`src/rtl/world_to_screen_projection_unit_macros.svh`:
```
// Assertion macros shared by the projection unit. The clock and reset are
// taken from the scope in which a macro is used.
`ifndef WORLD_TO_SCREEN_PROJECTION_UNIT_MACROS_SVH
`define WORLD_TO_SCREEN_PROJECTION_UNIT_MACROS_SVH
`ifndef SYNTHESIS
`define WSP_ASSERT(lbl, prop, msg) \
  lbl: assert property (@(posedge clk) disable iff (rst) prop) else $error(msg);
`define WSP_ASSERT_ALWAYS(lbl, prop, msg) \
  lbl: assert property (@(posedge clk) prop) else $error(msg);
`else
`define WSP_ASSERT(lbl, prop, msg)
`define WSP_ASSERT_ALWAYS(lbl, prop, msg)
`endif
`endif

```
`src/rtl/wsp_pkg.sv`:
```
package wsp_pkg;

  localparam int FRAC_BITS = 16;
  localparam int DATA_W    = 32;
  localparam int DIM_W     = 14;
  localparam int NCOEF     = 32;
  localparam int ADDR_W    = $clog2(NCOEF);
  localparam int PADDR_W   = 3;

  // Operands of the shared multiplier are one bit wider than the data so that
  // the viewport terms (ndc + 1.0 and 1.0 - ndc) fit without overflow.
  localparam int OPND_W    = DATA_W + 1;
  localparam int PROD_W    = 2 * OPND_W;
  localparam int ACC_W     = PROD_W + 2;

  // Divider: the numerator magnitude is |c| scaled by 2^FRAC_BITS.
  localparam int NUM_W     = DATA_W + FRAC_BITS;
  localparam int DIV_CNT_W = $clog2(NUM_W + 1);

  // Matrix pass: 16 product issues, then the pipeline drains.
  localparam int MAT_ISSUES = 16;
  localparam int MAT_LAST   = MAT_ISSUES + 3;
  localparam int CNT_W      = $clog2(MAT_LAST + 1);

  localparam logic signed [DATA_W-1:0] FX_ONE     = DATA_W'(1) << FRAC_BITS;
  localparam logic signed [DATA_W-1:0] FX_NEG_ONE = -FX_ONE;
  localparam logic signed [DATA_W-1:0] S32_MAX    = {1'b0, {(DATA_W-1){1'b1}}};
  localparam logic signed [DATA_W-1:0] S32_MIN    = {1'b1, {(DATA_W-1){1'b0}}};

  typedef enum logic {
    CMD_LOAD    = 1'b0,
    CMD_PROJECT = 1'b1
  } cmd_t;

  typedef enum logic {
    REG_SCREEN_WIDTH  = 1'b0,
    REG_SCREEN_HEIGHT = 1'b1
  } reg_idx_t;

  typedef enum logic [2:0] {
    ST_IDLE,
    ST_VIEW,
    ST_PROJ,
    ST_DIVX,
    ST_DIVY,
    ST_MAP,
    ST_OUT
  } state_t;

  typedef struct packed {
    logic                     en;
    logic                     first;
    logic signed [OPND_W-1:0] a;
    logic signed [OPND_W-1:0] b;
  } mac_req_t;

  typedef struct packed {
    logic                     start;
    logic signed [DATA_W-1:0] numer;
    logic signed [DATA_W-1:0] denom;
  } div_req_t;

  typedef struct packed {
    logic busy;
    logic done;
  } div_stat_t;

  typedef struct packed {
    logic       en;
    logic       first;
    logic       last;
    logic [1:0] i;
    logic [1:0] j;
  } tag_t;

  // Clamp a wide signed value to the 32-bit signed range.
  function automatic logic signed [DATA_W-1:0] sat_acc(input logic signed [ACC_W-1:0] v);
    logic signed [DATA_W-1:0] r;
    if (v > ACC_W'(S32_MAX)) begin
      r = S32_MAX;
    end else if (v < ACC_W'(S32_MIN)) begin
      r = S32_MIN;
    end else begin
      r = v[DATA_W-1:0];
    end
    return r;
  endfunction

endpackage

```
`src/rtl/wsp_mac.sv`:
```
// Shared multiply-accumulate unit: a registered product, then a registered
// accumulator that restarts from zero on a request marked first.
module wsp_mac import wsp_pkg::*; (
  input  logic                    clk,
  input  logic                    rst,
  input  mac_req_t                req,
  output logic signed [ACC_W-1:0] acc
);

  logic signed [PROD_W-1:0] prod;
  logic                     prod_en;
  logic                     prod_first;

  always_ff @(posedge clk) begin
    if (rst) begin
      prod_en <= 1'b0;
    end else begin
      prod_en <= req.en;
    end
  end

  always_ff @(posedge clk) begin
    prod_first <= req.first;
    prod       <= $signed(req.a) * $signed(req.b);
    if (prod_en) begin
      acc <= (prod_first ? ACC_W'(0) : acc) + ACC_W'(prod);
    end
  end

endmodule

```
`config.mk`:
```
export PLATFORM = sky130hd
export DESIGN_NAME = wsp_mac
export DESIGN_NICKNAME = d
export VERILOG_FILES = /design/src/rtl/world_to_screen_projection_unit_macros.svh /design/src/rtl/wsp_pkg.sv /design/src/rtl/wsp_mac.sv
export SDC_FILE = /design/constraint.sdc
export NUM_CORES = 2
export LEC_CHECK = 0
export ABC_AREA = 1
export BUFFER_PORTS_ARGS = -buffer_cell sky130_fd_sc_hd__buf_2
export CAP_MARGIN = 10
export CORE_ASPECT_RATIO = 1.5
export CORE_MARGIN = 4
export CORE_UTILIZATION = 45
export DETAILED_ROUTE_END_ITERATION = 10
export SETUP_SLACK_MARGIN = 0.2
export SLEW_MARGIN = 5
export SYNTH_ARGS = -nofsm -noshare
export SYNTH_HDL_FRONTEND = slang
export SYNTH_SLANG_ARGS = --single-unit
```
`constraint.sdc`:
```
create_clock -name clk -period 7 [get_ports clk]
set_input_delay 0.7 -clock clk [delete_from_list [all_inputs] [get_ports clk]]
set_output_delay 0.7 -clock clk [all_outputs]
set_load 0.01 [all_outputs]
```
=== Word-level counts from Yosys, hierarchy flattened ===
Cells that the tools add are included.

* Logic and storage cells: 7
* Flip-flop bits (word level): 136
* Output and inout port bits: 68

* Multiplexer cells: 1
* $mul: 1
* Add/sub/neg operators: 1

{| class="wikitable"
|+ Operators by type and width
! operator !! count
|-
| $add 68x66->68 || 1
|-
| $mux 68 || 1
|-
| $mul 33x33->66 || 1
|}

=== Depth between registers and ports, before layout ===
* Word-level depth: 2
* Gate-level depth with buffers: 35
* Gate-level depth less buffers: 33

=== Worst setup path after synthesis ===
Ideal clock, no wire load.

* Path kind: input-to-reg
* Start point: input req[65] in the netlist's numbering
* End point: register prod[55]
* Arrival time: 7.418 ns
* Slack: -0.531 ns
* Stages: 26
* Buffers on the path: 2
* Required time: 6.887 ns
* Cell sequence: clkbuf_1 -> clkbuf_1 -> nand2_1 -> inv_1 -> fa_1 -> inv_1 -> fa_1 -> fa_1 -> inv_1 -> fa_1 -> inv_1 -> fa_1 -> fa_1 -> fa_1 -> fa_1 -> inv_1 -> ha_1 -> nand2_1 -> nor2_1 -> inv_1 -> nor2_1 -> nand2_1 -> nor3_1 -> nand2_1 -> nand4_1 -> nand2_1

* Longest elaborated chain between the ends: 1

{| class="wikitable"
|+ Ends and longest elaborated chain
! element !! RTL line !! text
|-
| from (decl) || wsp_mac.sv:6 || <nowiki>input mac_req_t req,</nowiki>
|-
| $mul 33x33->66 || wsp_mac.sv:24 || <nowiki>prod <= $signed(req.a) * $signed(req.b);</nowiki>
|-
| to (signal assigned) || wsp_mac.sv:24 ||
|-
| to (decl) || wsp_mac.sv:10 || <nowiki>logic signed [PROD_W-1:0] prod;</nowiki>
|}

No other way between the ends.
A chain may end at the register's enable or synchronous reset.

=== Worst setup path after layout ===
* Start point: input req[6] in the netlist's numbering
* End point: register prod[52]

Same word-level chain as after synthesis.

==> run_results.csv <==
group,metric,value,unit
outcome,status,"finished, final reports clean",
routing,dr.pass1.iters,5,
synthesis,ys_ff_latch,136,
global_routing,grt_use_met2,55.54,%
synthesis,async_reset_ff_share,0,%
die,core_area,113000,sq um
synthesis,synth_area_leaders,"fa_1 45%, inv_1 16%, nand2_1 15%, ha_1 6.9%, edfxtp_1 4.0%",
global_routing,grt_pass1_wl,267.0,mm
global_routing,grt_max_degree,62,
die,rows,151,
global_routing,overflow,0,
synthesis,netlist_instances,6901,
timing,hold_violations,0,
timing,fin_crit_sh,96.34,%
critical_path,end_kind,"register",
cells_and_area,area_growth,18.37,%
routing,wl_per_cell,19.51,um
synthesis,synth_edf_count,68,
timing,maxSlewViolCount,0,
synthesis,synth_top_cell_by_area,"fa_1",
cts,holdBufCountCts,0,
routing,wirelength,172.2,mm
cells_and_area,fin_nets,8858,
cts,clk_transition_reported_paths,0.07,ns
timing,maxSlewHeadroom,34.93,%
synthesis,netlist_area,51280,sq um
routing,drc,0,
routing,drtIter0Drc,2613,
cells_and_area,drive_above_1_share,16.21,%
cts,cts_tree,"yes",
cts,root_buffer,"clkbuf_16",
timing,finalSetupViolations,0,
placed_design,dpl_cell_area,57750,sq um
cts,htree_num_levels,4,
timing,min_period,6.744,ns
routing,ant_nets,0,
global_routing,antenna_found_initial,5,
routing,vias_per_cell,4.948,
critical_path,crit_arrival,7.09,ns
critical_path,path_class,"primary input to register",
die,pin_count,138,
cells_and_area,stdcell_area,60700,sq um
global_routing,grt_busiest_layer,"met2",
synthesis,ys.flop_type,"edfxtp_1",
placed_design,gp_congestion,1.008,
job,drv_cap,0,
synthesis,synth_fp_nets,8401,
global_routing,grt_pass1_vias,48270,
synthesis,synth_warnings,0,
timing,fin_worst_skew,0.01864,ns
routing,dr_total_vias,43670,
placed_design,dpl.hpwl,150.7,mm
critical_path,cp_max_fo,6,
global_routing,grt_use_total,29.06,%
die,die_y,421.4,um
synthesis,yosysTopAreaCellShare,44.74,%
cts,worstSkewPairLatency,0.47,ns
die,dieArea,119500,sq um
synthesis,netlist_top_cells_count,"2158 x inv_1, 1985 x nand2_1, 1146 x fa_1",
synthesis,post-synth-top-count-cell,"inv_1",
global_routing,grtUsageMet1,31.85,%
synthesis,synth_area_per_cell,7.431,sq um
synthesis,synth_seq_area_share,6.637,%
critical_path,critPathLaunchType,"primary input",
placed_design,io_buffers,137,
timing,rsz0062_at_grt,"yes",
synthesis,synthDistinctLibCells,35,
timing,maxClockFrequency,0.1483,GHz
critical_path,cp_data_required_time,7.35,ns
timing,worst_pin_slew,0.9761,ns
global_routing,met3_usage,2.469,%
critical_path,cp_slowest_cell,"fa_1",
cts,clock_sinks,136,
die,start_util,45.39,%
critical_path,crit_path_frequent_cell,"fa_1",
cts,numCtsBuffers,17,
critical_path,cpPeakStageDelay,0.55,ns
hold_path,hp-class,"primary input to register",
cts,clock_path_buffers,2,
die,die_w,283.6,um
[metal layers]
metal | vias up | routed length (um)
li1 | 20150 | -
met5 | - | 14
met4 | 2 | 11620
met2 | 1317 | 91580
met1 | 21700 | 61690
met3 | 501 | 7317
[metrics by stage]
stage	hold slack, ns	worst slack, ns	instances	utilization, %	TNS [ns]
6_report	0.3338	0.2563	8827	53.73	0
5_1_grt	0.3318	0.07234	8826	53.72	0
4_1_cts	0.3194	0.1296	8804	52.26	0
3_5_place_dp	0.5323	-0.8351	8755	51.12	-23.53
3_3_place_gp	0.5132	-0.7975	8755	51.12	-22.10
2_1_floorplan	0.5083	-0.04058	6901	-	-0.04058
[cells by family (layout without fill, tap and decap cells)]
logic type / after synthesis / after routing / share of synthesized area, %
adders and majority gates: 1430 / 1430 / 51.67
buffers and inverters: 2429 / 2899 / 17.78
AOI/OAI and AO/OA: 248 / 248 / 2.650
DFF: 136 / 136 / 6.637
and+or+nand+nor: 2583 / 2583 / 19.99
xor gates and xnor gates: 75 / 75 / 1.281
other: 0 / 3 / 0
[path summary, 6_finish.rpt]
check	cells after the start	endpoint	slack, ns	from
max	29	prod[52]$_DFF_P_	0.26	req[6]
min	1	prod_first$_DFF_P_	0.33	req[66]
max reg2reg	12	acc[66]$_DFFE_PP_	3.15	prod_first$_DFF_P_
min reg2reg	1	acc[0]$_DFFE_PP_	0.55	prod[0]$_DFF_P_
[registers in the layout (all words and copies together), names as in the netlist]
name,flops
acc,68
prod,66
prod_en,1
prod_first,1
[cell usage in the layout (no fill, tap or decap), types with 38 or more instances in the layout]
master | netlist | layout
inv_1 | 2158 | 2115
nand2_1 | 1985 | 1898
fa_1 | 1146 | 1110
buf_4 | 0 | 489
nor2_1 | 331 | 267
ha_1 | 284 | 237
nand3_1 | 125 | 115
nand2_2 | 33 | 101
buf_2 | 0 | 96
a21oi_1 | 143 | 93
edfxtp_1 | 68 | 68
dfxtp_1 | 68 | 66
xor2_1 | 68 | 63
buf_12 | 0 | 62
a21oi_2 | 5 | 49
nor2_2 | 16 | 45
ha_4 | 0 | 45
inv_2 | 1 | 43
buf_6 | 0 | 43
nor2_4 | 3 | 38
nand4_1 | 38 | 38
[worst max-delay path, delay by kind of cell]
kind | cells | cell delay (ns)
adders and majority gates | 9 | 4.22
buffers and inverters | 12 | 1.31
and+or+nand+nor | 8 | 0.83
[final cells by class]
type	count	area, sq um
clock buffer	18	450.4
timing repair buffer	708	6212
multi-input combinational	4336	40560
clock inverter	14	145.1
fill	10960	52280
inverter	2159	8107
sequential	136	3406
antenna	3	7.507
tap	1453	1818
[repair_timing]
item | 4_1_cts | 5_1_grt
endpoints found under the setup margin | 45 | 48
pin swaps | 28 | 107
gates resized for setup | 141 | 403
setup buffers | 14 | 17
endpoints found under the hold margin | 0 | 0
gates cloned | 3 | 3
Power is not shown: default switching activity piles up to over one toggle a cycle in this logic, so the estimate is an artifact.
