$ cat src/rtl/world_to_screen_projection_unit_macros.svh
// Assertion macros shared by the projection unit. The clock and reset are
// taken from the scope in which a macro is used.
`ifndef WORLD_TO_SCREEN_PROJECTION_UNIT_MACROS_SVH
`define WORLD_TO_SCREEN_PROJECTION_UNIT_MACROS_SVH
`ifndef SYNTHESIS
`define WSP_ASSERT(lbl, prop, msg) \
  lbl: assert property (@(posedge clk) disable iff (rst) prop) else $error(msg);
`define WSP_ASSERT_ALWAYS(lbl, prop, msg) \
  lbl: assert property (@(posedge clk) prop) else $error(msg);
`else
`define WSP_ASSERT(lbl, prop, msg)
`define WSP_ASSERT_ALWAYS(lbl, prop, msg)
`endif
`endif

$ cat src/rtl/wsp_pkg.sv
package wsp_pkg;

  localparam int FRAC_BITS = 16;
  localparam int DATA_W    = 32;
  localparam int DIM_W     = 14;
  localparam int NCOEF     = 32;
  localparam int ADDR_W    = $clog2(NCOEF);
  localparam int PADDR_W   = 3;

  // Operands of the shared multiplier are one bit wider than the data so that
  // the viewport terms (ndc + 1.0 and 1.0 - ndc) fit without overflow.
  localparam int OPND_W    = DATA_W + 1;
  localparam int PROD_W    = 2 * OPND_W;
  localparam int ACC_W     = PROD_W + 2;

  // Divider: the numerator magnitude is |c| scaled by 2^FRAC_BITS.
  localparam int NUM_W     = DATA_W + FRAC_BITS;
  localparam int DIV_CNT_W = $clog2(NUM_W + 1);

  // Matrix pass: 16 product issues, then the pipeline drains.
  localparam int MAT_ISSUES = 16;
  localparam int MAT_LAST   = MAT_ISSUES + 3;
  localparam int CNT_W      = $clog2(MAT_LAST + 1);

  localparam logic signed [DATA_W-1:0] FX_ONE     = DATA_W'(1) << FRAC_BITS;
  localparam logic signed [DATA_W-1:0] FX_NEG_ONE = -FX_ONE;
  localparam logic signed [DATA_W-1:0] S32_MAX    = {1'b0, {(DATA_W-1){1'b1}}};
  localparam logic signed [DATA_W-1:0] S32_MIN    = {1'b1, {(DATA_W-1){1'b0}}};

  typedef enum logic {
    CMD_LOAD    = 1'b0,
    CMD_PROJECT = 1'b1
  } cmd_t;

  typedef enum logic {
    REG_SCREEN_WIDTH  = 1'b0,
    REG_SCREEN_HEIGHT = 1'b1
  } reg_idx_t;

  typedef enum logic [2:0] {
    ST_IDLE,
    ST_VIEW,
    ST_PROJ,
    ST_DIVX,
    ST_DIVY,
    ST_MAP,
    ST_OUT
  } state_t;

  typedef struct packed {
    logic                     en;
    logic                     first;
    logic signed [OPND_W-1:0] a;
    logic signed [OPND_W-1:0] b;
  } mac_req_t;

  typedef struct packed {
    logic                     start;
    logic signed [DATA_W-1:0] numer;
    logic signed [DATA_W-1:0] denom;
  } div_req_t;

  typedef struct packed {
    logic busy;
    logic done;
  } div_stat_t;

  typedef struct packed {
    logic       en;
    logic       first;
    logic       last;
    logic [1:0] i;
    logic [1:0] j;
  } tag_t;

  // Clamp a wide signed value to the 32-bit signed range.
  function automatic logic signed [DATA_W-1:0] sat_acc(input logic signed [ACC_W-1:0] v);
    logic signed [DATA_W-1:0] r;
    if (v > ACC_W'(S32_MAX)) begin
      r = S32_MAX;
    end else if (v < ACC_W'(S32_MIN)) begin
      r = S32_MIN;
    end else begin
      r = v[DATA_W-1:0];
    end
    return r;
  endfunction

endpackage

$ cat src/rtl/wsp_div.sv
// Restoring divider, one quotient bit per cycle. Computes
// (numer * 2^FRAC_BITS) / denom truncated towards zero for a positive denom,
// and clamps the quotient to the 32-bit signed range.
module wsp_div import wsp_pkg::*; (
  input  logic                     clk,
  input  logic                     rst,
  input  div_req_t                 req,
  output div_stat_t                stat,
  output logic signed [DATA_W-1:0] quot
);

  logic                     busy;
  logic                     done;
  logic [DIV_CNT_W-1:0]     cnt;
  logic                     neg;
  logic [NUM_W-1:0]         dvd;
  logic [DATA_W-2:0]        rem;
  logic [DATA_W-2:0]        dsr;

  logic [DATA_W-1:0]        mag;
  logic [DATA_W-1:0]        shifted;
  logic [DATA_W-1:0]        diff;
  logic                     fits;
  logic [DATA_W-2:0]        rem_next;
  logic [NUM_W-1:0]         q_final;
  logic                     q_big;
  logic signed [DATA_W-1:0] q_sat;

  always_comb begin
    mag      = req.numer[DATA_W-1] ? (~req.numer + DATA_W'(1)) : req.numer;
    shifted  = {rem, dvd[NUM_W-1]};
    diff     = shifted - {1'b0, dsr};
    fits     = shifted >= {1'b0, dsr};
    rem_next = fits ? diff[DATA_W-2:0] : shifted[DATA_W-2:0];
    q_final  = {dvd[NUM_W-2:0], fits};
    q_big    = q_final[NUM_W-1:DATA_W-1] != '0;
    if (neg) begin
      q_sat = q_big ? S32_MIN : -q_final[DATA_W-1:0];
    end else begin
      q_sat = q_big ? S32_MAX : q_final[DATA_W-1:0];
    end
  end

  always_ff @(posedge clk) begin
    if (rst) begin
      busy <= 1'b0;
      done <= 1'b0;
      cnt  <= '0;
    end else begin
      done <= 1'b0;
      if (req.start) begin
        busy <= 1'b1;
        cnt  <= '0;
      end else if (busy) begin
        cnt <= cnt + DIV_CNT_W'(1);
        if (cnt == DIV_CNT_W'(NUM_W - 1)) begin
          busy <= 1'b0;
          done <= 1'b1;
        end
      end
    end
  end

  always_ff @(posedge clk) begin
    if (req.start) begin
      neg <= req.numer[DATA_W-1];
      dvd <= {mag, {FRAC_BITS{1'b0}}};
      rem <= '0;
      dsr <= req.denom[DATA_W-2:0];
    end else if (busy) begin
      dvd <= q_final;
      rem <= rem_next;
      if (cnt == DIV_CNT_W'(NUM_W - 1)) begin
        quot <= q_sat;
      end
    end
  end

  assign stat.busy = busy;
  assign stat.done = done;

endmodule

$ cat config.mk
export PLATFORM = sky130hd
export DESIGN_NAME = wsp_div
export DESIGN_NICKNAME = d
export VERILOG_FILES = /design/src/rtl/world_to_screen_projection_unit_macros.svh /design/src/rtl/wsp_pkg.sv /design/src/rtl/wsp_div.sv
export SDC_FILE = /design/constraint.sdc
export NUM_CORES = 1
export LEC_CHECK = 0
export ABC_AREA = 1
export ABC_CLOCK_PERIOD_IN_PS = 3200
export BUFFER_PORTS_ARGS = -buffer_cell sky130_fd_sc_hd__clkbuf_2
export CAP_MARGIN = 20
export CORE_AREA = 2 2 153 155
export CTS_CLUSTER_DIAMETER = 200
export DETAILED_ROUTE_END_ITERATION = 10
export DIE_AREA = 0 0 155 157
export SLEW_MARGIN = 20
export SYNTH_ARGS = -nofsm -noshare
export SYNTH_HDL_FRONTEND = slang
export SYNTH_SLANG_ARGS = --single-unit
$ cat constraint.sdc
create_clock -name clk -period 3.2 [get_ports clk]
set_input_delay 0.32 -clock clk [delete_from_list [all_inputs] [get_ports clk]]
set_output_delay 0.32 -clock clk [all_outputs]
set_load 0.05 [all_outputs]
-- Word-level counts from Yosys, hierarchy flattened
Index checks and enable logic that the tools add are counted.
- flip-flop bits (word level): 151
- bits of input ports: 67
- output and inout port bits: 34
- add/sub/neg operators: 4
- magnitude comparators: 1
- equal/unequal tests: 1
- muxes and demuxes: 11
- bitwise logic cells: 3
- reductions and logical operators: 5
- operators by type and width (operator ; count):
    $mux 32 ; 4
    $mux 48 ; 2
    $add 32x2->32 const B ; 1
    $ge 32x31->1 ; 1
    $neg 32->32 ; 1
    $not 32->32 ; 1
    $mux 31 ; 1
    $sub 31x31->31 ; 1
    $reduce_bool 17->1 ; 1
    $add 6x1->6 const B ; 1
    $eq 6x6->1 const B ; 1
    $mux 1 ; 4
    $reduce_and 3->1 ; 1
    $reduce_or 3->1 ; 1
    $not 1->1 ; 2
    $reduce_bool 2->1 ; 1
    $reduce_or 2->1 ; 1

-- Depth between registers and ports, before layout
- depth after elaboration: 4
- mapped depth: 20
- mapped depth without buffers: 19

-- Worst setup path before layout
Ideal clock, no wire load.
- path kind: reg-to-reg
- start point: reg busy
- end point: reg quot[0], enable pin
- setup time: 0.421 ns
- arrival: 2.596 ns
- slack: 0.183 ns
- stages on the path, launching flop included: 8
- buffers on the path: 3
- period minus slack after synthesis: 3.017 ns
- cell sequence: dfxtp_1 > buf_2 > inv_1 > nor2_2 > inv_1 > buf_4 > clkbuf_1 > nor2_1
- cells in the longest elaborated chain, start to end: 1
- RTL lines (what ; line ; source):
    start: declaration ; wsp_div.sv:12 ; logic busy;
    start signal: assignment ; wsp_div.sv:46 ; busy <= 1'b0;
    start signal: assignment ; wsp_div.sv:52 ; busy <= 1'b1;
    start signal: assignment ; wsp_div.sv:57 ; busy <= 1'b0;
    $reduce_and 3->1 (no line) ; - ;
    end signal: assignment ; wsp_div.sv:74 ; quot <= q_sat;
    end: declaration ; wsp_div.sv:9 ; output logic signed [DATA_W-1:0] quot
No other way between the ends.
A chain may end at the register's enable or synchronous reset.

-- Worst setup path after layout
- start point: reg dvd[47]
- end point: reg quot[24], data pin
- cells in the longest elaborated chain, start to end: 4
- RTL lines (what ; line ; source):
    start: declaration ; wsp_div.sv:16 ; logic [NUM_W-1:0] dvd;
    start signal: assignment ; wsp_div.sv:67 ; dvd <= {mag, {FRAC_BITS{1'b0}}};
    start signal: assignment ; wsp_div.sv:71 ; dvd <= q_final;
    $ge 32x31->1 ; wsp_div.sv:33 ; fits = shifted >= {1'b0, dsr};
    $neg 32->32 ; wsp_div.sv:38 ; q_sat = q_big ? S32_MIN : -q_final[DATA_W-1:0];
    $mux 32 ; wsp_div.sv:38 ;
    $mux 32 ; wsp_div.sv:37 ; if (neg) begin
    named net q_sat[24] ; wsp_div.sv:27 ; logic signed [DATA_W-1:0] q_sat;
The timed path passes the listed nets, and every way through them passes these cells.

==> key figures <==
Critical path
  • Critical path data arrival time: 3210 ps
  • Crit path required time: 3440 ps
  • Crit end category: register
  • Startpoint types: register
  • Kind of critical path: reg2reg
  • Critical-path maximum fanout: 3

GRT
  • Global-route wire length before repair: 39,800 um
  • Tot GR Track Use: 20.4%
  • Vias in the first global route: 8,042
  • Gr ovfl total: 0
  • Pin count of the biggest net entering global routing: 48
  • Initial antenna violation count: 0

Logic synthesis
  • Synth Area in Compound Gates: 14.4%
  • Yosys cell types: 51
  • Post-synthesis mux area share: 0%
  • Post-synth EDFFs: 96
  • Syn_area_per_cell: 7.55 um^2
  • Post-Synth XOR/XNOR Area: 3.11%
  • Syn Inst Count: 1,268
  • Async set-reset flop share out of synthesis: 0%
  • Largest family of logic cells by synthesized area: simple AND/OR/NAND/NOR gates
  • Seq cells post-synth: 151
  • Mapped Area: 9570 um^2
  • Sequential area share after synthesis: 41.6%
  • Adder-cell area share of the yosys netlist: 4.65%
  • Main area contributors after synthesis: edfxtp_1, nand2_1, dfxtp_1
  • Syn_nets: 1,370
  • Synth Area in Simple Gates: 27.5%
  • Yosys top cell area share: 30.1%
  • Top_reg_cell synth: edfxtp_1
  • Leading area contributor after synthesis: edfxtp_1
  • Syn. warnings: 0
  • Commonest cells in the netlist: nand2_1, inv_1, nor2_1
  • Top-count cell post-synth: nand2_1

Route
  • Drt drc: 0
  • Detailed Route WL: 24,100 um
  • Average routed wire per standard cell: 14.5 um
  • Antenna Violating Nets Remaining: 0
  • Initial drt markers: 549
  • Detailed Routing Iterations Pass 1: 5
  • Routed vias: 8,502
  • Vias per inst: 5.12

Job
  • Max-cap violation count: 0

STA
  • Final number of max-transition violations: 0
  • Max_slew headroom: 56.4%
  • Tightest Pin Transition: 652 ps
  • Final cycle utilization of the critical path: 92.7%
  • Setup Skew: 13.1 ps
  • Final hold violations: 0
  • RSZ-0062 raised after global routing: false
  • Final min period: 2970 ps
  • Worst setup margin: 232 ps
  • Achievable frequency: 0.337 GHz
  • Setup TNS: 0 ps
  • Worst hold slack: 61.0 ps
  • Final setup viols: 0

Clock network
  • Longest Clk Path Bufs: 2
  • Post-CTS setup buffers: 0
  • CTS clk-pin slew, worst paths: 70 ps
  • Post-CTS Resized: 0
  • Root Driver: clkbuf_16
  • Num CTS Buffers: 17
  • Cts hold-fix bufs: 0
  • CTS H-tree depth: 4
  • CTS tree: built
  • Clock Latency Late Sink: 430 ps
  • Clock sinks: 151

Min path
  • Worst min-delay path class: in2reg

Cells and area
  • Post-Layout Cell Count: 1,662
  • Final Util: 48.7%
  • # nets final: 1,466
  • Layout area overhead: 14.6%
  • Fill count: 2,235
  • Share of cells above drive strength 1: 14.6%
  • Final Instance Area: 11,000 um^2
  • Ant. Diodes: 0

Place
  • Cell Area, Placed: 10,300 um^2
  • Dpl cells: 1,630
  • Dpl hpwl: 17,900 um
  • Count of port buffers added during placement: 99
  • Placement Setup Slack: 208 ps
  • Final RePlAce weighted congestion: 0.950

Floorplan
  • Chip height: 157 um
  • Total core area: 22,500 um^2
  • Die Width: 155 um
  • Starting Density: 42.5%
  • Boundary Pins: 101
  • Die ar.: 24,300 um^2
  • Row cnt: 55

Power and ir drop
  • Clock group share of total power: 43.4%
  • Seq pwr share: 45.2%
  • Int Power: 3.65 mW
  • Comb power frac: 11.4%
  • Pwr Density: 445 nW/um^2
  • Leak: 4.99 nW
  • P_sw: 1.23 mW
  • Total power: 4.88 mW
  • Net Sw Frac: 25.2%
  • Maximum VDD drop: 313 uV

Status
  • Outcome: finished clean
-- critical path: stages, from the launching register on --
cell	delay, ps
edfxtp_1	380
inv_1	70
ha_1	190
fa_1	230
inv_1	50
nand3_1	70
nand2_2	80
nand2_1	80
nand2_2	80
nand2_2	80
nand3_2	110
a21oi_2	170
ha_1	210
nand2_1	90
nor2_1	270
nand4_1	190
xor2_1	190
o31ai_1	240
-- worst paths after layout --
| kind | from | endpoint | slack [ps] | depth (start not counted) |
|---|---|---|---|---|
| worst min-delay path | req[15] | dsr[15] | 60 | 1 |
| worst min register to register | rem[27] | rem[27] | 470 | 2 |
| worst max register to register | dvd[47] | quot[24] | 230 | 17 |
| worst max-delay path | dvd[47] | quot[24] | 230 | 17 |
-- routing by layer --
| metal | global-route usage [%] | up-vias | part of all wire (%) |
|---|---|---|---|
| met5 | 0 | - | 0 |
| met4 | 4.94 | 0 | 1.2 |
| met3 | 3.08 | 21 | 4.3 |
| met2 | 34.3 | 185 | 46 |
| met1 | 27.6 | 3863 | 48 |
| li1 | - | 4433 | - |
-- cell families after synthesis --
group	after synthesis
AOI/OAI and AO/OA	241
xor gates and xnor gates	34
adders and majority gates	35
buffers and inverters	201
DFF	151
and+or+nand+nor	606
-- cells in the final DEF (no fill, tap or decap), types with 3 or more instances in the layout --
master     instances
nand3_1           62
o21ai_1           26
o22ai_1           24
buf_4             18
o21bai_1           5
and2_1             3
nor4_1             5
inv_2              7
nand2_4            3
nand2_2           11
xnor2_1           15
nor2_2             5
nor3b_1            6
or2_2              4
and3_1             3
nor2_1           132
a21oi_1           70
dfxtp_1           55
nand4_1           26
clkbuf_2          99
nand2_1          309
nor3_1            26
xor2_1            19
clkbuf_1           3
bufinv_16          3
o211ai_1           5
o21ai_2            7
o21ai_0           77
ha_1              34
clkbuf_16         18
a21oi_2            8
inv_1            152
edfxtp_1          96
o31ai_1           10
-- flip-flops by register name (all words and copies together), names as in the netlist --
| register | cells |
|---|---|
| busy | 1 |
| cnt | 6 |
| done | 1 |
| dsr | 31 |
| dvd | 48 |
| neg | 1 |
| quot | 32 |
| rem | 31 |
-- layout make-up --
cell class	instances	area [um^2]	area share, %
flip-flops and latches	151	3980	36.3
multi-input cells	916	4760	43.4
repair buffers	118	651	5.93
clock inverters	10	143	1.30
inverters	160	601	5.48
well taps	285	357	3.25
clock buffers	22	475	4.33
-- power groups by stage --
| stage | registers, mW | logic, mW | clock network, mW |
|---|---|---|---|
| 4_1_cts | 2.21 | 0.556 | 2.17 |
| 5_1_grt | 2.22 | 0.634 | 2.24 |
| 3_5_place_dp | 2.25 | 0.553 | 0 |
| 3_3_place_gp | 2.25 | 0.548 | 0 |
| 6_report | 2.21 | 0.555 | 2.12 |
| 2_1_floorplan | 2.24 | 0.383 | 0 |
Power figures use the tool's default switching activity.
