==> src/rtl/world_to_screen_projection_unit_macros.svh <==
// Assertion macros shared by the projection unit. The clock and reset are
// taken from the scope in which a macro is used.
`ifndef WORLD_TO_SCREEN_PROJECTION_UNIT_MACROS_SVH
`define WORLD_TO_SCREEN_PROJECTION_UNIT_MACROS_SVH
`ifndef SYNTHESIS
`define WSP_ASSERT(lbl, prop, msg) \
  lbl: assert property (@(posedge clk) disable iff (rst) prop) else $error(msg);
`define WSP_ASSERT_ALWAYS(lbl, prop, msg) \
  lbl: assert property (@(posedge clk) prop) else $error(msg);
`else
`define WSP_ASSERT(lbl, prop, msg)
`define WSP_ASSERT_ALWAYS(lbl, prop, msg)
`endif
`endif

==> src/rtl/wsp_pkg.sv <==
package wsp_pkg;

  localparam int FRAC_BITS = 16;
  localparam int DATA_W    = 32;
  localparam int DIM_W     = 14;
  localparam int NCOEF     = 32;
  localparam int ADDR_W    = $clog2(NCOEF);
  localparam int PADDR_W   = 3;

  // Operands of the shared multiplier are one bit wider than the data so that
  // the viewport terms (ndc + 1.0 and 1.0 - ndc) fit without overflow.
  localparam int OPND_W    = DATA_W + 1;
  localparam int PROD_W    = 2 * OPND_W;
  localparam int ACC_W     = PROD_W + 2;

  // Divider: the numerator magnitude is |c| scaled by 2^FRAC_BITS.
  localparam int NUM_W     = DATA_W + FRAC_BITS;
  localparam int DIV_CNT_W = $clog2(NUM_W + 1);

  // Matrix pass: 16 product issues, then the pipeline drains.
  localparam int MAT_ISSUES = 16;
  localparam int MAT_LAST   = MAT_ISSUES + 3;
  localparam int CNT_W      = $clog2(MAT_LAST + 1);

  localparam logic signed [DATA_W-1:0] FX_ONE     = DATA_W'(1) << FRAC_BITS;
  localparam logic signed [DATA_W-1:0] FX_NEG_ONE = -FX_ONE;
  localparam logic signed [DATA_W-1:0] S32_MAX    = {1'b0, {(DATA_W-1){1'b1}}};
  localparam logic signed [DATA_W-1:0] S32_MIN    = {1'b1, {(DATA_W-1){1'b0}}};

  typedef enum logic {
    CMD_LOAD    = 1'b0,
    CMD_PROJECT = 1'b1
  } cmd_t;

  typedef enum logic {
    REG_SCREEN_WIDTH  = 1'b0,
    REG_SCREEN_HEIGHT = 1'b1
  } reg_idx_t;

  typedef enum logic [2:0] {
    ST_IDLE,
    ST_VIEW,
    ST_PROJ,
    ST_DIVX,
    ST_DIVY,
    ST_MAP,
    ST_OUT
  } state_t;

  typedef struct packed {
    logic                     en;
    logic                     first;
    logic signed [OPND_W-1:0] a;
    logic signed [OPND_W-1:0] b;
  } mac_req_t;

  typedef struct packed {
    logic                     start;
    logic signed [DATA_W-1:0] numer;
    logic signed [DATA_W-1:0] denom;
  } div_req_t;

  typedef struct packed {
    logic busy;
    logic done;
  } div_stat_t;

  typedef struct packed {
    logic       en;
    logic       first;
    logic       last;
    logic [1:0] i;
    logic [1:0] j;
  } tag_t;

  // Clamp a wide signed value to the 32-bit signed range.
  function automatic logic signed [DATA_W-1:0] sat_acc(input logic signed [ACC_W-1:0] v);
    logic signed [DATA_W-1:0] r;
    if (v > ACC_W'(S32_MAX)) begin
      r = S32_MAX;
    end else if (v < ACC_W'(S32_MIN)) begin
      r = S32_MIN;
    end else begin
      r = v[DATA_W-1:0];
    end
    return r;
  endfunction

endpackage

==> src/rtl/wsp_coef_mem.sv <==
// Coefficient store: one write port, one registered read port. Entries that
// were never written since reset read as zero.
module wsp_coef_mem import wsp_pkg::*; (
  input  logic                     clk,
  input  logic                     rst,
  input  logic                     we,
  input  logic [ADDR_W-1:0]        waddr,
  input  logic signed [DATA_W-1:0] wdata,
  input  logic [ADDR_W-1:0]        raddr,
  output logic signed [DATA_W-1:0] rdata
);

  logic signed [DATA_W-1:0] mem [NCOEF];
  logic [NCOEF-1:0]         written;

  always_ff @(posedge clk) begin
    if (we) begin
      mem[waddr] <= wdata;
    end
  end

  always_ff @(posedge clk) begin
    if (rst) begin
      written <= '0;
    end else if (we) begin
      written[waddr] <= 1'b1;
    end
  end

  always_ff @(posedge clk) begin
    rdata <= written[raddr] ? mem[raddr] : '0;
  end

endmodule

==> config.mk <==
export PLATFORM = sky130hd
export DESIGN_NAME = wsp_coef_mem
export DESIGN_NICKNAME = d
export VERILOG_FILES = /design/src/rtl/world_to_screen_projection_unit_macros.svh /design/src/rtl/wsp_pkg.sv /design/src/rtl/wsp_coef_mem.sv
export SDC_FILE = /design/constraint.sdc
export NUM_CORES = 1
export LEC_CHECK = 0
export BUFFER_PORTS_ARGS = -buffer_cell sky130_fd_sc_hd__buf_2
export CELL_PAD_IN_SITES_DETAIL_PLACEMENT = 1
export CELL_PAD_IN_SITES_GLOBAL_PLACEMENT = 1
export CORE_MARGIN = 1
export CORE_UTILIZATION = 45
export CTS_BUF_LIST = sky130_fd_sc_hd__clkbuf_8 sky130_fd_sc_hd__clkbuf_16
export DETAILED_ROUTE_END_ITERATION = 8
export GPL_TIMING_DRIVEN = 0
export PLACE_DENSITY_LB_ADDON = 0.2
export SYNTH_ARGS = -nofsm -noshare
export SYNTH_HDL_FRONTEND = slang
export SYNTH_SLANG_ARGS = --single-unit
==> constraint.sdc <==
create_clock -name clk -period 2.7 [get_ports clk]
set_input_delay 0.27 -clock clk [delete_from_list [all_inputs] [get_ports clk]]
set_output_delay 0.27 -clock clk [all_outputs]
set_load 0.1 [all_outputs]
==> Yosys cells after proc, flatten, opt, wreduce, memory -nomap -nowiden <==
Memory sizes are Yosys's and may differ from the RTL's. A register that Yosys moved wholly into a read port is not among the register bits.
Cells that the tools add are included.
{ "classes": {"order_cmp": 3, "n_mux": 6, "n_bitwise": 1, "reduce_logical": 2} }
{ "op_table": {"columns": ["op", "n"], "rows": [
  ["$or 32x32->32", 1],
  ["$lt 5x6->1 const B", 2],
  ["$bmux 1 s5", 1],
  ["$demux 1 s5", 1],
  ["$ge 5x1->1 const B", 1],
  ["$mux 1", 4],
  ["$logic_and 1x1->1", 1],
  ["$logic_not 1->1", 1]
]} }
{ "word_totals": {"ff_bits": 32, "ramBits": 1024, "out_inout_bits": 32, "elab_cells": 14, "n_memories": 1} }
{ "mem_list": {"columns": ["memory", "words", "word_bits", "read_ports", "rd_ports_with_merged_regs", "write_ports", "line", "source"], "rows": [
  ["mem", 32, 32, 1, 1, 1, "wsp_coef_mem.sv:13", "logic signed [DATA_W-1:0] mem [NCOEF];"]
]} }

==> Depth between registers and ports, before layout <==
Gate-level depths: netlist (run 1).
{ "logic_depth": {"ltp_word": 5, "depth_mapped": 9} }

==> Worst setup path after synthesis (run 1) <==
Ideal clock, no wire load.
{ "synth_timing": {"path_kind": "input port to flip-flop", "start": "input waddr[0]", "end": "memory mem[12][0] (enable)", "setup_time_ps": 423, "arrival_ps": 2313, "required_ps": 2277, "path_slack_ps": -36, "path_stages": 3, "path_cell_list": "or3b_2 -> clkbuf_1 -> nor2_1"} }
{ "synth_lines": {"columns": ["element", "line", "source"], "rows": [
  ["start: declaration", "wsp_coef_mem.sv:7", "input logic [ADDR_W-1:0] waddr,"],
  ["end: declaration", "wsp_coef_mem.sv:13", null]
]} }
No word-level cell before the write port.

==> Worst setup path after layout (run 1) <==
{ "layout_timing": {"start": "input raddr[1]", "end": "register rdata[7], read port of mem"} }
{ "layout_via": {"elab_chain_cells": 3} }
{ "layout_rtl": {"columns": ["element", "line", "source"], "rows": [
  ["start: declaration", "wsp_coef_mem.sv:9", "input logic [ADDR_W-1:0] raddr,"],
  ["$bmux 1 s5", "wsp_coef_mem.sv:31", "rdata <= written[raddr] ? mem[raddr] : '0;"],
  ["$mux 1 (implied by the code)", "wsp_coef_mem.sv:31", null],
  ["$logic_not 1->1 (no source line)", null, null],
  ["end: declaration", "wsp_coef_mem.sv:10", "output logic signed [DATA_W-1:0] rdata"]
]} }
Parallel ways exist; a longest one is shown, timed or not. The select of a mux whose other input is x is not followed.
A chain may end at the register's enable or synchronous reset.

==> impl_metrics.xml, run 1 <==
<?xml version="1.0" encoding="UTF-8"?>
<metrics>
  <group name="status">
    <metric name="outcome" unit="">completed</metric>
  </group>
  <group name="timing">
    <metric name="skew" unit="ps">18.4</metric>
    <metric name="report.final.hold_viol_count" unit="">0</metric>
    <metric name="totalNegativeSetupSlack" unit="ps">0</metric>
    <metric name="rsz0062_at_grt" unit="">false</metric>
    <metric name="fin_crit" unit="ps">2630</metric>
    <metric name="worst_slew_pin_slew" unit="ps">1330</metric>
    <metric name="fin_crit_sh" unit="%">97.5</metric>
    <metric name="fmax" unit="GHz">0.380</metric>
    <metric name="final_max_slew_viol_count" unit="">0</metric>
    <metric name="slew_headroom" unit="%">11.5</metric>
    <metric name="final-setup-viol-count" unit="">0</metric>
  </group>
  <group name="cts">
    <metric name="ctsRootBufferMaster" unit="">clkbuf_16</metric>
    <metric name="tritoncts" unit="">done</metric>
    <metric name="clock_insertion_delay_at_the_later_pin_of_the_skew_report" unit="ps">680</metric>
    <metric name="clkTransAtPathRegs" unit="ps">60</metric>
    <metric name="ctsLongestPathBuffers" unit="">3</metric>
    <metric name="cts-htree-levels" unit="">3</metric>
    <metric name="post_cts_buffers" unit="">0</metric>
    <metric name="cts_inserted_buffers" unit="">113</metric>
    <metric name="cts_sinks" unit="">1088</metric>
  </group>
  <group name="critical_path">
    <metric name="ff2ff_path_depth" unit="">6</metric>
    <metric name="crit_type" unit="">input pin to flip-flop</metric>
    <metric name="reg2reg_from" unit="">written[27]</metric>
    <metric name="crit_path_cell_trace" unit="">buf_2 &gt; buf_2 &gt; buf_2 &gt; buf_1 &gt; mux4_2 &gt; nor3_1 &gt; a21oi_1 &gt; and3_1</metric>
    <metric name="setup.reg_to_reg.worst_slack" unit="ps">260</metric>
    <metric name="required" unit="ps">3310</metric>
    <metric name="worst_path_largest_cell_delay" unit="ps">720</metric>
    <metric name="critical_path_s_most_frequent_cell" unit="">buf_2</metric>
    <metric name="worst-endpoint-arrival" unit="ps">3240</metric>
    <metric name="timing.rr.end" unit="">rdata[22]</metric>
    <metric name="timing.critical_path.fanout_max" unit="">10</metric>
    <metric name="timing.critical_path.from_type" unit="">input pin</metric>
    <metric name="endpoint_kind" unit="">flip-flop</metric>
    <metric name="cpMaxStageDelayCell" unit="">buf_1</metric>
  </group>
  <group name="floorplan">
    <metric name="start_util" unit="%">45.7</metric>
    <metric name="core" unit="mm2">0.0907</metric>
    <metric name="core.rowCount" unit="">110</metric>
    <metric name="dieArea" unit="mm2">0.0934</metric>
    <metric name="dieWidth" unit="um">306</metric>
    <metric name="die_height" unit="um">306</metric>
    <metric name="pin_count" unit="">77</metric>
  </group>
  <group name="global_routing">
    <metric name="initial_antenna_violation_count" unit="">7</metric>
    <metric name="grt_pass1_wl" unit="um">163000</metric>
    <metric name="grt_overflow" unit="">0</metric>
    <metric name="grt_max_degree" unit="">33</metric>
    <metric name="gr-usage-all-layers" unit="%">24.4</metric>
    <metric name="first_global_vias" unit="">23100</metric>
  </group>
  <group name="finish">
    <metric name="multi_input_area" unit="mm2">0.00895</metric>
    <metric name="drive_above_1_share" unit="%">21.5</metric>
    <metric name="finish.instance_area" unit="mm2">0.0479</metric>
    <metric name="num-nets-final" unit="">2392</metric>
    <metric name="ff_latch_area" unit="mm2">0.0320</metric>
    <metric name="area_delta_synth_final" unit="%">15.5</metric>
    <metric name="n_fill_cell" unit="">8080</metric>
  </group>
  <group name="logic_synthesis">
    <metric name="syn_inst_count" unit="">2126</metric>
    <metric name="yosys.area.top_type" unit="">edfxtp_1</metric>
    <metric name="post_synth_instance_area" unit="mm2">0.0415</metric>
    <metric name="synthesis.area_per_instance" unit="um2">19.5</metric>
    <metric name="synth_area_leaders" unit="">edfxtp_1, mux4_2, mux2i_1</metric>
    <metric name="synth-async-reset-ratio" unit="%">0</metric>
    <metric name="synth-seq-cells" unit="">1088</metric>
    <metric name="leading_register_cell_type_out_of_synthesis" unit="">edfxtp_1</metric>
    <metric name="synth_cell_types" unit="">33</metric>
    <metric name="synth_enable_flop_cells" unit="">1024</metric>
    <metric name="synth_fp_nets" unit="">2171</metric>
    <metric name="synth.yosys.warnings" unit="">0</metric>
    <metric name="seq_area_frac_synth" unit="%">77.3</metric>
    <metric name="synthDominantCellAreaShare" unit="%">74.2</metric>
    <metric name="synth.top_cells.by_count" unit="">edfxtp_1, mux2i_1, mux4_2, nor2_1, a221oi_1</metric>
    <metric name="synth_most_common_cell" unit="">edfxtp_1</metric>
  </group>
  <group name="routing">
    <metric name="routed-wl-met2" unit="um">54300</metric>
    <metric name="detail-route-antenna-nets" unit="">0</metric>
    <metric name="detail_route.wl_per_cell" unit="um">31.3</metric>
    <metric name="drtIter0Drc" unit="">2340</metric>
    <metric name="dr_total_vias" unit="">22100</metric>
    <metric name="drt-pass1-iter-count" unit="">5</metric>
    <metric name="routed.top_layer" unit="">met4</metric>
    <metric name="via_per_inst" unit="">6.09</metric>
    <metric name="route.final.wire_length" unit="um">113000</metric>
    <metric name="detailroute.wirelength.met3" unit="um">6860</metric>
    <metric name="drc_errors" unit="">0</metric>
    <metric name="detail_route.wirelength.met1" unit="um">47800</metric>
  </group>
  <group name="placed_design">
    <metric name="routabilityCongestion" unit="">0.798</metric>
    <metric name="buffer_ports.inserted" unit="">73</metric>
    <metric name="dpl_cell_area" unit="mm2">0.0442</metric>
    <metric name="hpwl_after_dpl" unit="um">75300</metric>
  </group>
  <group name="pwr">
    <metric name="p_leak" unit="nW">16.0</metric>
    <metric name="pwr_density_cell" unit="mW/mm2">749</metric>
    <metric name="vdd.ir_drop.worst" unit="mV">0.574</metric>
  </group>
  <group name="hold_path">
    <metric name="hold_start" unit="">wdata[31]</metric>
    <metric name="worstHoldEndpoint" unit="">mem[15][31]</metric>
    <metric name="timing.hold.worst.class" unit="">input pin to flip-flop</metric>
    <metric name="min_delay_path_depth" unit="">1</metric>
  </group>
  <group name="flow_run">
    <metric name="maxCapViolCount" unit="">0</metric>
  </group>
</metrics>
where the power goes:
part           switching, mW  internal, mW
clock                   6.43          8.55
combinational           1.53         0.623
sequential            0.0555          18.7
flip-flops by register name, indices dropped and copies added (netlist names):
register  flops
mem        1024
rdata        32
written      32
area by class of cell:
class                   count  share of cell area, %
plain buffers             129                   1.49
clock inverters            82                  0.980
well taps                1176                   3.07
diodes                      2                 0.0105
multi-input cells         907                   18.7
inverters                   2                 0.0157
flip-flops and latches   1088                   66.9
clock buffers             131                   6.56
repair buffers            106                   2.26
kinds of logic after synthesis:
logic type             synth area share, %
muxes                                 13.6
AOI/OAI and AO/OA                     4.62
DFF                                   77.3
and+or+nand+nor                       2.82
buffers and inverters                 1.73
critical path: cells and delay by family:
family,cells,cell delay [ps]
buf+inv,4,1650
compound gates,1,590
simple gates,2,350
mux,1,360
cell usage in the layout, fill, tap and decap left out, types with 12 or more instances in the layout:
| cell type | count |
|---|---|
| edfxtp_1 | 1024 |
| mux2i_1 | 261 |
| mux4_2 | 133 |
| a221oi_1 | 121 |
| clkbuf_16 | 119 |
| buf_2 | 107 |
| nor2_1 | 99 |
| o21ai_0 | 64 |
| dfxtp_1 | 64 |
| clkbuf_1 | 55 |
| nand3_1 | 36 |
| and3_1 | 33 |
| nor2_4 | 32 |
| inv_1 | 32 |
| a22oi_1 | 32 |
| nor3_1 | 32 |
| a21oi_1 | 32 |
| clkinv_2 | 30 |
| buf_12 | 23 |
| buf_6 | 14 |
| clkbuf_8 | 12 |
stage by stage:
step	total power, mW	utilization, %	instances	setup WS [ps]	hold WS, ps
after CTS	36.1	52.8	3621	12.8	57.0
after global routing	36.8	52.8	3621	48.4	101
after global placement	21.1	47.7	3375	-1960	444
after detailed placement	21.2	48.8	3407	-700	457
final	35.9	52.8	3623	68.6	107
after floorplan	20.3	-	2126	-35.9	342
how the worst max path moves through the flow:
| stage | start | end | cells after the start | slack (ps) |
|---|---|---|---|---|
| floorplan | waddr[0] | mem[12][0] | 3 | -40 |
| global placement | waddr[0] | mem[8][20] | 4 | -1960 |
| detailed placement | raddr[1] | rdata[7] | 8 | -700 |
| CTS | raddr[1] | rdata[7] | 8 | 10 |
| global route | raddr[4] | rdata[5] | 7 | 50 |
| finish | raddr[1] | rdata[7] | 8 | 70 |
per-layer routing:
layer | up-vias | global-route usage, %
li1 | 9248 | -
met2 | 812 | 39.6
met5 | - | 0
met3 | 202 | 3.28
met4 | 0 | 9.17
met1 | 11800 | 33.8
repair_timing:
action,CTS,global route
hold buffers,1,0
endpoints found under the hold margin,2,0
endpoints found under the setup margin,0,3
resized for setup,0,5
(Power assumes the default switching activity.)
==> inputs of run 2 (changes only) <==
--- a/config.mk
+++ b/config.mk
@@ -5,6 +5,7 @@
 export SDC_FILE = /design/constraint.sdc
 export NUM_CORES = 1
 export LEC_CHECK = 0
+export ABC_AREA = 1
 export BUFFER_PORTS_ARGS = -buffer_cell sky130_fd_sc_hd__buf_2
 export CELL_PAD_IN_SITES_DETAIL_PLACEMENT = 1
 export CELL_PAD_IN_SITES_GLOBAL_PLACEMENT = 1
==> impl_metrics.xml, run 2 <==
<?xml version="1.0" encoding="UTF-8"?>
<metrics>
  <group name="status">
    <metric name="outcome" unit="">finished, violations left</metric>
    <metric name="violations" unit="">setup timing</metric>
  </group>
  <group name="pwr">
    <metric name="pwr_density_cell" unit="mW/mm2">728</metric>
    <metric name="total_power" unit="mW">37.6</metric>
    <metric name="vdd.ir_drop.worst" unit="mV">0.501</metric>
    <metric name="p_leak" unit="nW">20.7</metric>
  </group>
  <group name="critical_path">
    <metric name="critical_path_s_most_frequent_cell" unit="">nand3_1</metric>
    <metric name="required" unit="ps">3260</metric>
    <metric name="cpMaxStageDelayCell" unit="">buf_1</metric>
    <metric name="timing.critical_path.from_type" unit="">input pin</metric>
    <metric name="critical-path-top-delay-family" unit="">buffers and inverters</metric>
    <metric name="worst_path_largest_cell_delay" unit="ps">940</metric>
    <metric name="critical_path_buf_inv_count" unit="">3</metric>
    <metric name="worst-endpoint-arrival" unit="ps">3350</metric>
    <metric name="crit_path_cell_trace" unit="">buf_2 &gt; clkbuf_1 &gt; buf_1 &gt; nand3_1 &gt; nand3_1 &gt; nand2_1 &gt; nor2_1</metric>
    <metric name="timing.critical_path.fanout_max" unit="">10</metric>
    <metric name="endpoint_kind" unit="">flip-flop</metric>
    <metric name="crit_type" unit="">input pin to flip-flop</metric>
  </group>
  <group name="floorplan">
    <metric name="die_height" unit="um">318</metric>
    <metric name="core" unit="mm2">0.0986</metric>
    <metric name="dieWidth" unit="um">318</metric>
    <metric name="start_util" unit="%">45.5</metric>
    <metric name="core.rowCount" unit="">115</metric>
    <metric name="dieArea" unit="mm2">0.101</metric>
    <metric name="pin_count" unit="">77</metric>
  </group>
  <group name="logic_synthesis">
    <metric name="synth_area_leaders" unit="">edfxtp_1, nand2_1, nand3_1</metric>
    <metric name="synth.top_cells.by_count" unit="">nand2_1, edfxtp_1, nand3_1, inv_1, nor2_1</metric>
    <metric name="synth_fp_nets" unit="">4218</metric>
    <metric name="syn_inst_count" unit="">4173</metric>
    <metric name="post_synth_instance_area" unit="mm2">0.0449</metric>
    <metric name="synth_mux_area_share" unit="%">0</metric>
    <metric name="leading_register_cell_type_out_of_synthesis" unit="">edfxtp_1</metric>
    <metric name="synth.yosys.warnings" unit="">0</metric>
    <metric name="largest_family_of_logic_cells_by_synthesized_area" unit="">simple AND/OR/NAND/NOR gates</metric>
    <metric name="synthXorXnorAreaFrac" unit="%">0</metric>
    <metric name="synth-async-reset-ratio" unit="%">0</metric>
    <metric name="synth_most_common_cell" unit="">nand2_1</metric>
    <metric name="synth_simple_gate_area_share" unit="%">22.4</metric>
    <metric name="synthesis.area_per_instance" unit="um2">10.8</metric>
    <metric name="seq_area_frac_synth" unit="%">71.4</metric>
    <metric name="synthDominantCellAreaShare" unit="%">68.5</metric>
    <metric name="yosys.area.top_type" unit="">edfxtp_1</metric>
    <metric name="synth_enable_flop_cells" unit="">1024</metric>
    <metric name="synth-seq-cells" unit="">1088</metric>
    <metric name="synth_cell_types" unit="">20</metric>
    <metric name="synth-adder-area-share" unit="%">0</metric>
    <metric name="compound_gate_portion_of_the_synthesized_area" unit="%">0.714</metric>
  </group>
  <group name="cts">
    <metric name="tritoncts" unit="">done</metric>
    <metric name="post_cts_buffers" unit="">0</metric>
    <metric name="clock_insertion_delay_at_the_later_pin_of_the_skew_report" unit="ps">720</metric>
    <metric name="clkTransAtPathRegs" unit="ps">60</metric>
    <metric name="cts_sinks" unit="">1088</metric>
    <metric name="cts-htree-levels" unit="">3</metric>
    <metric name="cts_inserted_buffers" unit="">115</metric>
    <metric name="ctsLongestPathBuffers" unit="">3</metric>
    <metric name="ctsRootBufferMaster" unit="">clkbuf_16</metric>
  </group>
  <group name="timing">
    <metric name="final_max_slew_viol_count" unit="">0</metric>
    <metric name="final-setup-viol-count" unit="">3</metric>
    <metric name="skew" unit="ps">26.2</metric>
    <metric name="fmax" unit="GHz">0.358</metric>
    <metric name="totalNegativeSetupSlack" unit="ps">-178</metric>
    <metric name="rsz0062_at_grt" unit="">false</metric>
    <metric name="fin_crit" unit="ps">2790</metric>
    <metric name="fin_crit_sh" unit="%">103</metric>
    <metric name="postLayoutSetupSlackWorst" unit="ps">-89.8</metric>
    <metric name="report.final.hold_viol_count" unit="">0</metric>
    <metric name="slew_headroom" unit="%">8.83</metric>
    <metric name="worst_slew_pin_slew" unit="ps">1370</metric>
  </group>
  <group name="routing">
    <metric name="via_per_inst" unit="">5.74</metric>
    <metric name="drc_errors" unit="">0</metric>
    <metric name="dr_total_vias" unit="">33200</metric>
    <metric name="drtIter0Drc" unit="">3818</metric>
    <metric name="detail_route.wl_per_cell" unit="um">28.9</metric>
    <metric name="drt-pass1-iter-count" unit="">6</metric>
    <metric name="detail-route-antenna-nets" unit="">0</metric>
    <metric name="route.final.wire_length" unit="um">167000</metric>
  </group>
  <group name="global_routing">
    <metric name="grt_max_degree" unit="">33</metric>
    <metric name="grt_overflow" unit="">0</metric>
    <metric name="initial_antenna_violation_count" unit="">15</metric>
    <metric name="gr-usage-all-layers" unit="%">32.9</metric>
    <metric name="first_global_vias" unit="">33200</metric>
    <metric name="grt_pass1_wl" unit="um">235000</metric>
  </group>
  <group name="finish">
    <metric name="largest_registers" unit="">mem: 1024 flops, rdata: 32 flops, written: 32 flops</metric>
    <metric name="final_util" unit="%">52.4</metric>
    <metric name="num-nets-final" unit="">4446</metric>
    <metric name="multi_input_area" unit="mm2">0.0106</metric>
    <metric name="ff_latch_area" unit="mm2">0.0320</metric>
    <metric name="mostFrequentLayoutCell" unit="">nand2_1</metric>
    <metric name="drive_above_1_share" unit="%">10.4</metric>
    <metric name="largest_register_ffs" unit="">1024</metric>
    <metric name="layoutNonFillerInstCount" unit="">5791</metric>
    <metric name="area_delta_synth_final" unit="%">15.1</metric>
    <metric name="n_fill_cell" unit="">10500</metric>
    <metric name="layout.cells.most_common_list" unit="">nand2_1, edfxtp_1, nand3_1</metric>
    <metric name="regMostFlops" unit="">mem</metric>
  </group>
  <group name="hold_path">
    <metric name="timing.hold.worst.class" unit="">input pin to flip-flop</metric>
  </group>
  <group name="placed_design">
    <metric name="dp_slack" unit="ps">-610</metric>
    <metric name="placed_instances" unit="">5570</metric>
    <metric name="routabilityCongestion" unit="">0.892</metric>
    <metric name="hpwl_after_dpl" unit="um">115000</metric>
    <metric name="buffer_ports.inserted" unit="">72</metric>
  </group>
  <group name="flow_run">
    <metric name="maxCapViolCount" unit="">0</metric>
  </group>
</metrics>
## run 2: metal layers
layer	GRT usage, %	vias up	part of all wire, %
met5	0	-	0.036
met3	5.57	394	9.2
met2	53.7	1728	47
met1	43.5	16800	39
met4	13.9	8	4.6
li1	-	14300	-
## run 2: per-stage QoR
step | hold WS (ps) | cell area, um2
after floorplan | 342 | 44900
after global placement | 450 | 46900
after detailed placement | 460 | 47900
after CTS | 136 | 51700
after global routing | 159 | 51700
final | 170 | 51700
## run 2: path summary, 6_finish.rpt
check	from	to	slack (ps)	cells past startpoint
max	raddr[3]	rdata[18]	-90	7
min	wdata[30]	mem[9][30]	170	1
max reg2reg	mem[15][29]	rdata[29]	900	8
min reg2reg	written[7]	written[7]	470	2
## run 2: cell families after synthesis
family,Yosys count
AND/OR/NAND/NOR,2447
flip-flops,1088
buffers and inverters,574
AO/OA/AOI/OAI,64
## run 2: area by class of cell
type | instances | share of cell area (%)
sequential | 1088 | 62.0
multi-input combinational | 2511 | 20.5
clock inverter | 90 | 1.28
tap | 1287 | 3.12
antenna | 4 | 0.0194
timing repair buffer | 111 | 2.32
inverter | 343 | 2.50
buffer | 231 | 2.33
clock buffer | 126 | 5.95
## run 2: what timing repair did
item,4_1_cts,5_1_grt
setup endpoints to repair,0,2
resized for setup,0,1
hold buffers,1,0
endpoints found under the hold margin,2,0
## run 2: report_power, final
group	switching [mW]	internal, mW
Clock	6.72	8.99
Sequential	0.0590	18.7
Combinational	2.54	0.626
Total	9.32	28.3
